--- config.mk ---
export PLATFORM = sky130hd
export DESIGN_NAME = framed_packet_receiver_unit
export DESIGN_NICKNAME = d
export VERILOG_FILES = /design/src/rtl/fpr_pkg.sv /design/src/rtl/framed_packet_receiver_unit.sv /design/src/rtl/fpr_ram.sv /design/src/rtl/fpr_parser.sv /design/src/rtl/fpr_rsp_queue.sv
export SDC_FILE = /design/constraint.sdc
export NUM_CORES = 2
export LEC_CHECK = 0
export BUFFER_PORTS_ARGS = -buffer_cell sky130_fd_sc_hd__buf_2
export CORE_UTILIZATION = 38
export CTS_CLUSTER_DIAMETER = 80
export CTS_CLUSTER_SIZE = 10
export DETAILED_ROUTE_END_ITERATION = 8
export GPL_TIMING_DRIVEN = 1
export PLACE_DENSITY = 0.54
export SYNTH_ARGS = -nofsm -noshare
export SYNTH_HDL_FRONTEND = slang
export SYNTH_HIERARCHICAL = 1
export SYNTH_MEMORY_MAX_BITS = 65536
export SYNTH_SLANG_ARGS = --single-unit
--- constraint.sdc ---
create_clock -name clock -period 5.8 [get_ports clock]
set_input_delay 0.58 -clock clock [delete_from_list [all_inputs] [get_ports clock]]
set_output_delay 0.58 -clock clock [all_outputs]
set_load 0.03 [all_outputs]
--- src/rtl/fpr_pkg.sv ---
package fpr_pkg;

   // Result codes reported on the response channel.
   localparam logic [2:0] EV_NONE     = 3'd0;
   localparam logic [2:0] EV_OK       = 3'd1;
   localparam logic [2:0] EV_SUM_ERR  = 3'd2;
   localparam logic [2:0] EV_BAD_END  = 3'd3;
   localparam logic [2:0] EV_READ     = 3'd4;
   localparam logic [2:0] EV_OK_TRUNC = 3'd5;

   // Frame delimiters.
   localparam logic [7:0] START_BYTE = 8'h23;
   localparam logic [7:0] END_BYTE   = 8'h24;

   // Number of result words the response queue holds.
   localparam int QUEUE_DEPTH = 2;

   // Write request from the parser into the payload store.
   typedef struct packed {
      logic        en;
      logic [15:0] addr;
      logic [7:0]  data;
   } store_wr_type;

   // Outcome of one parsed byte.
   typedef struct packed {
      logic [2:0]  event_res;
      logic [15:0] frame_cmd;
      logic [15:0] frame_len;
   } parse_res_type;

   // One complete result word.
   typedef struct packed {
      logic [2:0]  event_res;
      logic [15:0] frame_cmd;
      logic [15:0] frame_len;
      logic [7:0]  read_data;
   } rsp_type;

endpackage

--- src/rtl/framed_packet_receiver_unit.sv ---
// Framed packet receiver.
// The req channel carries one word per accepted handshake: req_op low feeds
// req_rx_byte to the frame parser, req_op high reads the payload store at
// req_read_index. Frames are 0x23, command (2 bytes), length (2 bytes),
// payload, 8-bit additive sum and 0x24.
// Every accepted word yields exactly one word on the rsp channel, in order.
// A word passes through the store read stage, whose registered port supplies the
// read byte, and then enters the output queue before it shows on rsp_valid.
// One word per cycle is sustained while rsp_stall is low.
// Up to three words are held (one in the store read stage, two in the output
// queue), so rsp_stall does not reach req_stall combinationally; req_stall
// rises only when all three places are full.
// Reset clears the parser to hunting the start byte and empties the queue.
// Payload store contents are not cleared; reading an unwritten entry gives
// an undefined byte.
module framed_packet_receiver_unit #(
   parameter int PAYLOAD_DEPTH = 512
) (
   input  logic        clock,
   input  logic        reset,
   input  logic        req_valid,
   output logic        req_stall,
   input  logic        req_op,
   input  logic [7:0]  req_rx_byte,
   input  logic [8:0]  req_read_index,
   output logic        rsp_valid,
   input  logic        rsp_stall,
   output logic [2:0]  rsp_event_res,
   output logic [15:0] rsp_frame_cmd,
   output logic [15:0] rsp_frame_len,
   output logic [7:0]  rsp_read_data
);

   localparam int          AW      = (PAYLOAD_DEPTH > 1) ? $clog2(PAYLOAD_DEPTH) : 1;
   localparam logic [16:0] DEPTH_W = 17'(PAYLOAD_DEPTH);

   fpr_pkg::store_wr_type  store_wr;
   fpr_pkg::parse_res_type parse_res;
   fpr_pkg::rsp_type       q_push_data;
   fpr_pkg::rsp_type       q_head;
   logic [1:0]             q_count;

   logic        accept;
   logic        rd_en;
   logic        rd_in_range;
   logic [16:0] rd_index_ext;
   logic [7:0]  ram_rd_data;
   logic        s1_move;
   logic        q_pop;

   logic        s1_valid_ff;
   logic [2:0]  s1_event_ff;
   logic [15:0] s1_cmd_ff;
   logic [15:0] s1_len_ff;
   logic        s1_rd_sel_ff;

   // Input handshake, gated only by how many words are already held.
   assign req_stall = ({1'b0, q_count} + {2'b00, s1_valid_ff}) >= 3'd3;
   assign accept    = req_valid && !req_stall;

   // Store read request for a read word.
   assign rd_index_ext = {8'd0, req_read_index};
   assign rd_in_range  = rd_index_ext < DEPTH_W;
   assign rd_en        = accept && req_op && rd_in_range;

   fpr_parser #(
      .PAYLOAD_DEPTH (PAYLOAD_DEPTH)
   ) u_parser (
      .clock     (clock),
      .reset     (reset),
      .feed      (accept && !req_op),
      .rx_byte   (req_rx_byte),
      .store_wr  (store_wr),
      .parse_res (parse_res)
   );

   fpr_ram #(
      .WIDTH (8),
      .DEPTH (PAYLOAD_DEPTH)
   ) u_store (
      .clock   (clock),
      .wr_en   (store_wr.en),
      .wr_addr (store_wr.addr[AW-1:0]),
      .wr_data (store_wr.data),
      .rd_en   (rd_en),
      .rd_addr (rd_index_ext[AW-1:0]),
      .rd_data (ram_rd_data)
   );

   // The store read stage hands its word to the queue when there is room.
   assign q_pop   = rsp_valid && !rsp_stall;
   assign s1_move = s1_valid_ff && ((q_count < 2'(fpr_pkg::QUEUE_DEPTH)) || q_pop);

   always_ff @(posedge clock) begin
      if (reset) begin
         s1_valid_ff <= 1'b0;
      end else if (accept) begin
         s1_valid_ff <= 1'b1;
      end else if (s1_move) begin
         s1_valid_ff <= 1'b0;
      end
   end

   always_ff @(posedge clock) begin
      if (accept) begin
         s1_event_ff  <= req_op ? fpr_pkg::EV_READ : parse_res.event_res;
         s1_cmd_ff    <= req_op ? 16'd0 : parse_res.frame_cmd;
         s1_len_ff    <= req_op ? 16'd0 : parse_res.frame_len;
         s1_rd_sel_ff <= req_op && rd_in_range;
      end
   end

   // Assemble the result word with the store data.
   assign q_push_data = '{event_res: s1_event_ff, frame_cmd: s1_cmd_ff,
                          frame_len: s1_len_ff,
                          read_data: s1_rd_sel_ff ? ram_rd_data : 8'd0};

   fpr_rsp_queue u_rsp_queue (
      .clock     (clock),
      .reset     (reset),
      .push      (s1_move),
      .push_data (q_push_data),
      .pop       (q_pop),
      .head      (q_head),
      .count     (q_count)
   );

   assign rsp_valid     = q_count != 2'd0;
   assign rsp_event_res = q_head.event_res;
   assign rsp_frame_cmd = q_head.frame_cmd;
   assign rsp_frame_len = q_head.frame_len;
   assign rsp_read_data = q_head.read_data;

   // A word blocked by a full queue keeps its place in the read stage.
   assert property (@(posedge clock) disable iff (reset)
      s1_valid_ff && (q_count == 2'(fpr_pkg::QUEUE_DEPTH)) && rsp_stall
      |=> s1_valid_ff && $stable(s1_event_ff) && $stable(s1_rd_sel_ff))
      else $error("read stage word lost while the queue was full");

   // An accepted read word reaches the read stage as a read result.
   assert property (@(posedge clock) disable iff (reset)
      accept && req_op |=> s1_valid_ff && (s1_event_ff == fpr_pkg::EV_READ))
      else $error("read word not tracked in the read stage");

   // The store is never read and written in the same cycle.
   assert property (@(posedge clock) disable iff (reset)
      !(store_wr.en && rd_en))
      else $error("payload store read and write collide");

   // Only frame reports carry a command and length.
   assert property (@(posedge clock) disable iff (reset)
      rsp_valid && ((rsp_event_res == fpr_pkg::EV_NONE) || (rsp_event_res == fpr_pkg::EV_READ))
      |-> (rsp_frame_cmd == 16'd0) && (rsp_frame_len == 16'd0))
      else $error("command or length shown without a frame report");

endmodule

--- src/rtl/fpr_ram.sv ---
module fpr_ram #(
   parameter int WIDTH = 8,
   parameter int DEPTH = 512
) (
   input  logic                                    clock,
   input  logic                                    wr_en,
   input  logic [((DEPTH > 1) ? $clog2(DEPTH) : 1)-1:0] wr_addr,
   input  logic [WIDTH-1:0]                        wr_data,
   input  logic                                    rd_en,
   input  logic [((DEPTH > 1) ? $clog2(DEPTH) : 1)-1:0] rd_addr,
   output logic [WIDTH-1:0]                        rd_data
);

   logic [WIDTH-1:0] mem [DEPTH];
   logic [WIDTH-1:0] rd_data_ff;

   // Write port and registered read port.
   always_ff @(posedge clock) begin
      if (wr_en) begin
         mem[wr_addr] <= wr_data;
      end
      if (rd_en) begin
         rd_data_ff <= mem[rd_addr];
      end
   end

   assign rd_data = rd_data_ff;

endmodule

--- src/rtl/fpr_parser.sv ---
module fpr_parser #(
   parameter int PAYLOAD_DEPTH = 512
) (
   input  logic                   clock,
   input  logic                   reset,
   input  logic                   feed,
   input  logic [7:0]             rx_byte,
   output fpr_pkg::store_wr_type  store_wr,
   output fpr_pkg::parse_res_type parse_res
);

   localparam logic [16:0] DEPTH_W = 17'(PAYLOAD_DEPTH);

   typedef enum logic [2:0] {
      ST_HUNT,
      ST_CMD_HI,
      ST_CMD_LO,
      ST_LEN_HI,
      ST_LEN_LO,
      ST_PAYLOAD,
      ST_SUM,
      ST_END
   } step_type;

   step_type    step_ff, step_in;
   logic [15:0] cmd_word_ff, cmd_word_in;
   logic [15:0] len_word_ff, len_word_in;
   logic [15:0] byte_count_ff, byte_count_in;
   logic [7:0]  running_sum_ff, running_sum_in;
   logic        trunc_ff, trunc_in;

   // Next state of the frame parser for one fed word.
   always_comb begin
      step_in        = step_ff;
      cmd_word_in    = cmd_word_ff;
      len_word_in    = len_word_ff;
      byte_count_in  = byte_count_ff;
      running_sum_in = running_sum_ff;
      trunc_in       = trunc_ff;
      store_wr.en    = 1'b0;
      store_wr.addr  = byte_count_ff;
      store_wr.data  = rx_byte;
      parse_res      = '{event_res: fpr_pkg::EV_NONE, frame_cmd: 16'd0, frame_len: 16'd0};
      if (feed) begin
         unique case (step_ff)
            ST_HUNT: begin
               if (rx_byte == fpr_pkg::START_BYTE) begin
                  step_in = ST_CMD_HI;
               end
            end
            ST_CMD_HI: begin
               cmd_word_in = {8'd0, rx_byte};
               step_in     = ST_CMD_LO;
            end
            ST_CMD_LO: begin
               cmd_word_in = {cmd_word_ff[7:0], rx_byte};
               step_in     = ST_LEN_HI;
            end
            ST_LEN_HI: begin
               len_word_in = {8'd0, rx_byte};
               step_in     = ST_LEN_LO;
            end
            ST_LEN_LO: begin
               len_word_in    = {len_word_ff[7:0], rx_byte};
               byte_count_in  = 16'd0;
               running_sum_in = 8'd0;
               trunc_in       = 1'b0;
               step_in        = ST_PAYLOAD;
            end
            ST_PAYLOAD: begin
               // Bytes past the end of the store only count toward the sum.
               running_sum_in = running_sum_ff + rx_byte;
               if ({1'b0, byte_count_ff} < DEPTH_W) begin
                  store_wr.en = 1'b1;
               end else begin
                  trunc_in = 1'b1;
               end
               byte_count_in = byte_count_ff + 16'd1;
               if (byte_count_in >= len_word_ff) begin
                  step_in = ST_SUM;
               end
            end
            ST_SUM: begin
               if (rx_byte == running_sum_ff) begin
                  step_in = ST_END;
               end else begin
                  parse_res = '{event_res: fpr_pkg::EV_SUM_ERR, frame_cmd: cmd_word_ff,
                                frame_len: len_word_ff};
                  step_in   = ST_HUNT;
               end
            end
            ST_END: begin
               parse_res.frame_cmd = cmd_word_ff;
               parse_res.frame_len = len_word_ff;
               if (rx_byte == fpr_pkg::END_BYTE) begin
                  parse_res.event_res = trunc_ff ? fpr_pkg::EV_OK_TRUNC : fpr_pkg::EV_OK;
               end else begin
                  parse_res.event_res = fpr_pkg::EV_BAD_END;
               end
               step_in = ST_HUNT;
            end
            default: begin
               step_in = ST_HUNT;
            end
         endcase
      end
   end

   // Parser state.
   always_ff @(posedge clock) begin
      if (reset) begin
         step_ff        <= ST_HUNT;
         cmd_word_ff    <= 16'd0;
         len_word_ff    <= 16'd0;
         byte_count_ff  <= 16'd0;
         running_sum_ff <= 8'd0;
         trunc_ff       <= 1'b0;
      end else begin
         step_ff        <= step_in;
         cmd_word_ff    <= cmd_word_in;
         len_word_ff    <= len_word_in;
         byte_count_ff  <= byte_count_in;
         running_sum_ff <= running_sum_in;
         trunc_ff       <= trunc_in;
      end
   end

   // A store write only happens inside the payload and never past the store.
   assert property (@(posedge clock) disable iff (reset)
      store_wr.en |-> (step_ff == ST_PAYLOAD) && ({1'b0, store_wr.addr} < DEPTH_W))
      else $error("payload store written outside the payload");

   // Leaving the payload always lands on the sum byte.
   assert property (@(posedge clock) disable iff (reset)
      feed && (step_ff == ST_PAYLOAD) && (byte_count_in >= len_word_ff) |=> step_ff == ST_SUM)
      else $error("payload did not end on the sum byte");

endmodule

--- src/rtl/fpr_rsp_queue.sv ---
module fpr_rsp_queue (
   input  logic             clock,
   input  logic             reset,
   input  logic             push,
   input  fpr_pkg::rsp_type push_data,
   input  logic             pop,
   output fpr_pkg::rsp_type head,
   output logic [1:0]       count
);

   localparam int PW = (fpr_pkg::QUEUE_DEPTH > 1) ? $clog2(fpr_pkg::QUEUE_DEPTH) : 1;

   fpr_pkg::rsp_type entry_ff [fpr_pkg::QUEUE_DEPTH];
   logic [PW-1:0]    wr_ptr_ff;
   logic [PW-1:0]    rd_ptr_ff;
   logic [1:0]       count_ff;

   // Entry storage, no reset needed.
   always_ff @(posedge clock) begin
      if (push) begin
         entry_ff[wr_ptr_ff] <= push_data;
      end
   end

   // Pointers and fill level.
   always_ff @(posedge clock) begin
      if (reset) begin
         wr_ptr_ff <= '0;
         rd_ptr_ff <= '0;
         count_ff  <= 2'd0;
      end else begin
         if (push) begin
            wr_ptr_ff <= wr_ptr_ff + PW'(1);
         end
         if (pop) begin
            rd_ptr_ff <= rd_ptr_ff + PW'(1);
         end
         count_ff <= count_ff + {1'b0, push} - {1'b0, pop};
      end
   end

   assign head  = entry_ff[rd_ptr_ff];
   assign count = count_ff;

endmodule
==> flow_summary.json <==
{
  "slew_headroom_pct": 20.65,
  "switching_share_pct": 21.58,
  "grt_pass1_vias": 86410,
  "io_pins": 67,
  "status": "complete, but fails checks",
  "min_path_type": "in2reg",
  "fin_tns_setup_ns": 0,
  "cp_max_fo": 18,
  "syn-cell-area_mm2": 0.1686,
  "skew_ns": 0.1214,
  "synth_edf_count": 4226,
  "vias": 86930,
  "crit_type": "reg2reg",
  "fp.dieArea_mm2": 0.4462,
  "fin_util_pct": 42.64,
  "viasPerCell": 5.824,
  "fin_nets": 8990,
  "worst-r2r-cell-count": 13,
  "wl_per_cell_um": 30.95,
  "rsz0062_at_grt": "no",
  "final_max_slew_viol_count": 0,
  "fp.coreArea_mm2": 0.4418,
  "ir_worst_vdd_mv": 0.2785,
  "die_w_um": 668.0,
  "ys_types": 72,
  "place_hpwl_um": 282600,
  "cp.arrival_ns": 5.35,
  "min_to": "u_store/mem[291][5]$_DFFE_PP_",
  "first_pass_iters": 9,
  "synth_cells": 8717,
  "cts_sinks": 4292,
  "synth-seq-area-share_pct": 76.07,
  "pwr-share-clk_pct": 40.5,
  "globalplace.congestion": 0.8639,
  "root_buffer": "clkbuf_16",
  "antenna_left": 0,
  "htreeDepth": 5,
  "ys_async_sr_fraction_pct": 0,
  "total_power_w": 0.06356,
  "yosys_warnings": 6,
  "p_int_w": 0.04984,
  "power_density_mw_per_mm2": 337.4,
  "setup_ws_ns": 1.081,
  "insertion_delay_ns": 1.04,
  "cts_buffers": 468,
  "regToRegSetupSlack_ns": 1.08,
  "power_frac_comb_pct": 5.6,
  "finalHoldViolations": 0,
  "cap_violations": 0,
  "antenna_found_initial": 31,
  "synth.net_count": 8768,
  "layout-drive-gt1-share_pct": 17.33,
  "p_seq_share_pct": 53.9,
  "grt_pass1_wl_um": 656300,
  "period_share_pct": 81.37,
  "postSynthAreaPerCell_um2": 19.34,
  "numPortBuffers": 66,
  "area_delta_synth_final_pct": 11.76,
  "finalWirelength_um": 461900,
  "dp_slack_ns": 0.8873,
  "synth-seq-cells": 4292,
  "fmax_mhz": 211.9,
  "initial_core_util_pct": 38.16,
  "grt_use_total_pct": 20.28,
  "grtUsageMet1_pct": 29.31,
  "cts_tree": "done",
  "drt-initial-drc-count": 10070,
  "violations": "design-rule violations",
  "required_ns": 6.43,
  "p_sw_w": 0.01371,
  "dieHeight_um": 668.0,
  "clockBufferDepth": 4,
  "cts.reportedPaths.clkPinSlew_ns": 0.06,
  "grt_max_degree": 173,
  "leakage_nw": 59.14,
  "setup_viol": 0,
  "endpoint_kind": "register",
  "grt.busiest_layer": "met2",
  "min_path_cells": 1,
  "hold_ws_ns": 0.05249,
  "drc": 66,
  "r2r_end": "u_store/mem[140][6]$_DFFE_PP_",
  "hp-start": "req_rx_byte[5]",
  "r2r-start": "u_rsp_queue/count[0]$_SDFF_PP0_",
  "met2_usage_pct": 32.17,
  "fin_crit_ns": 4.719,
  "gr-total-overflow": 0,
  "synth_flop_cell": "edfxtp_1",
  "grtUsageMet3_pct": 3.199,
  "worst_pin_slew_ns": 1.187,
  "cp-start-kind": "register",
  "rows": 244
}
## worst max path at each step
stage,depth (start not counted),slack [ns],end,start
floorplan,2,2.44,u_rsp_queue/entry_ff[0][0]$_DFFE_PP_,rsp_stall
global placement,12,0.80,u_store/rd_data[0]$_DFFE_PP_,req_read_index[0]
detailed placement,8,0.89,u_store/rd_data[6]$_DFFE_PP_,req_read_index[3]
CTS,13,1.08,u_store/mem[422][1]$_DFFE_PP_,u_rsp_queue/count[0]$_SDFF_PP0_
global route,13,0.83,u_store/mem[335][4]$_DFFE_PP_,u_rsp_queue/count[0]$_SDFF_PP0_
finish,13,1.08,u_store/mem[140][6]$_DFFE_PP_,u_rsp_queue/count[0]$_SDFF_PP0_
## final cells by class
class | instances | area (µm²)
well taps | 5904 | 7387
fillers | 37910 | 253400
repair buffers | 309 | 2937
multi-input cells | 3839 | 37250
flip-flops and latches | 4292 | 128200
inverters | 29 | 116.4
diodes | 9 | 22.52
clock inverters | 24 | 386.6
clock buffers | 519 | 12050
## cell usage after synthesis, types with 67 or more instances
library cell / number / area, µm²
mux4_2: 654 / 14730
o21ai_0: 124 / 620.6
a22oi_1: 89 / 668.1
buf_4: 80 / 600.6
nor3_1: 132 / 660.6
o22ai_1: 163 / 1020
buf_6: 67 / 754.5
o221ai_1: 371 / 3249
buf_2: 70 / 350.3
nand2_1: 135 / 506.7
nor2_1: 667 / 2504
a21oi_1: 213 / 1066
clkbuf_1: 279 / 1047
mux2i_1: 813 / 8138
edfxtp_1: 4226 / 126900
## flip-flops by register name, indices dropped and copies added (netlist names), 2 cells and up, named ones only
signal / count
u_rsp_queue/entry_ff: 86
u_parser/byte_count_ff: 16
u_store/rd_data: 8
u_parser/step_ff: 3
s1_cmd_ff: 16
u_rsp_queue/count: 2
u_store/mem: 4096
u_parser/running_sum_ff: 8
u_parser/len_word_ff: 16
u_parser/cmd_word_ff: 16
s1_len_ff: 16
s1_event_ff: 3
## routing by layer
metal | wire length [µm] | share of wire (%)
met2 | 217200 | 47
met1 | 198000 | 43
met4 | 11760 | 2.5
met3 | 34990 | 7.6
met5 | 41 | 0.0089
## cells by family (layout without fill, tap and decap cells)
group / count (synthesis) / after routing / synth area share, %
simple gates: 1211 / 1211 / 3.199
xor+xnor: 24 / 24 / 0.1329
mux: 1510 / 1510 / 13.94
buf+inv: 586 / 881 / 1.994
fa+ha+maj: 29 / 29 / 0.2197
compound gates: 1065 / 1065 / 4.442
other cells: 0 / 9 / 0
flops: 4292 / 4292 / 76.07
## critical path: stages, from the launching register on
cell	delay, ns
dfxtp_1	0.32
ha_1	0.20
ha_1	0.27
a21oi_1	0.27
nand2_1	0.15
nor2_1	0.11
buf_4	0.18
nand3_1	0.10
buf_4	0.21
nor2_1	0.38
and3_1	0.47
nand2_4	0.48
buf_4	0.47
nor2_1	0.63
## power by group through the flow
| stage | Combinational (W) | Sequential, W | Clock, W |
|---|---|---|---|
| 2_1_floorplan | 0.00229 | 0.0349 | 0 |
| 3_3_place_gp | 0.00354 | 0.0349 | 0 |
| 3_5_place_dp | 0.00356 | 0.0349 | 0 |
| 4_1_cts | 0.00357 | 0.0343 | 0.0262 |
| 5_1_grt | 0.00371 | 0.0343 | 0.0274 |
| 6_report | 0.00353 | 0.0343 | 0.0257 |
## what timing repair did
item                                   CTS  global route
hold buffers                             3             0
endpoints found under the hold margin    5             0
resized for setup                        0             0
buffers inserted                         0             0
## layout by cell type, fill, tap and decap left out, types with 7 or more instances in the layout
master	instances
nand2_1	120
o221ai_1	371
and3_1	9
a22oi_1	89
or3_1	10
edfxtp_1	4226
clkbuf_16	475
inv_1	25
a21oi_1	213
o21ai_0	124
o21ai_1	7
buf_4	188
mux2i_1	813
a211oi_1	22
buf_12	53
and2_1	46
o2111a_1	8
nor4_1	35
nand3_1	47
ha_1	28
nor2b_1	37
xnor2_1	16
buf_8	10
diode_2	9
mux2_4	40
o22ai_1	163
dfxtp_1	65
xor2_1	7
nor2_1	664
buf_2	54
o31ai_1	13
nand4_1	39
nand2_4	12
clkbuf_1	44
mux4_2	654
nor3_1	129
## stage by stage
| stage | area [µm²] | instances |
|---|---|---|
| 2_1_floorplan | 168600 | 8717 |
| 3_3_place_gp | 175900 | 14370 |
| 3_5_place_dp | 175900 | 14370 |
| 4_1_cts | 188300 | 14920 |
| 5_1_grt | 188400 | 14920 |
| 6_report | 188400 | 14930 |
(Power assumes the default switching activity.)
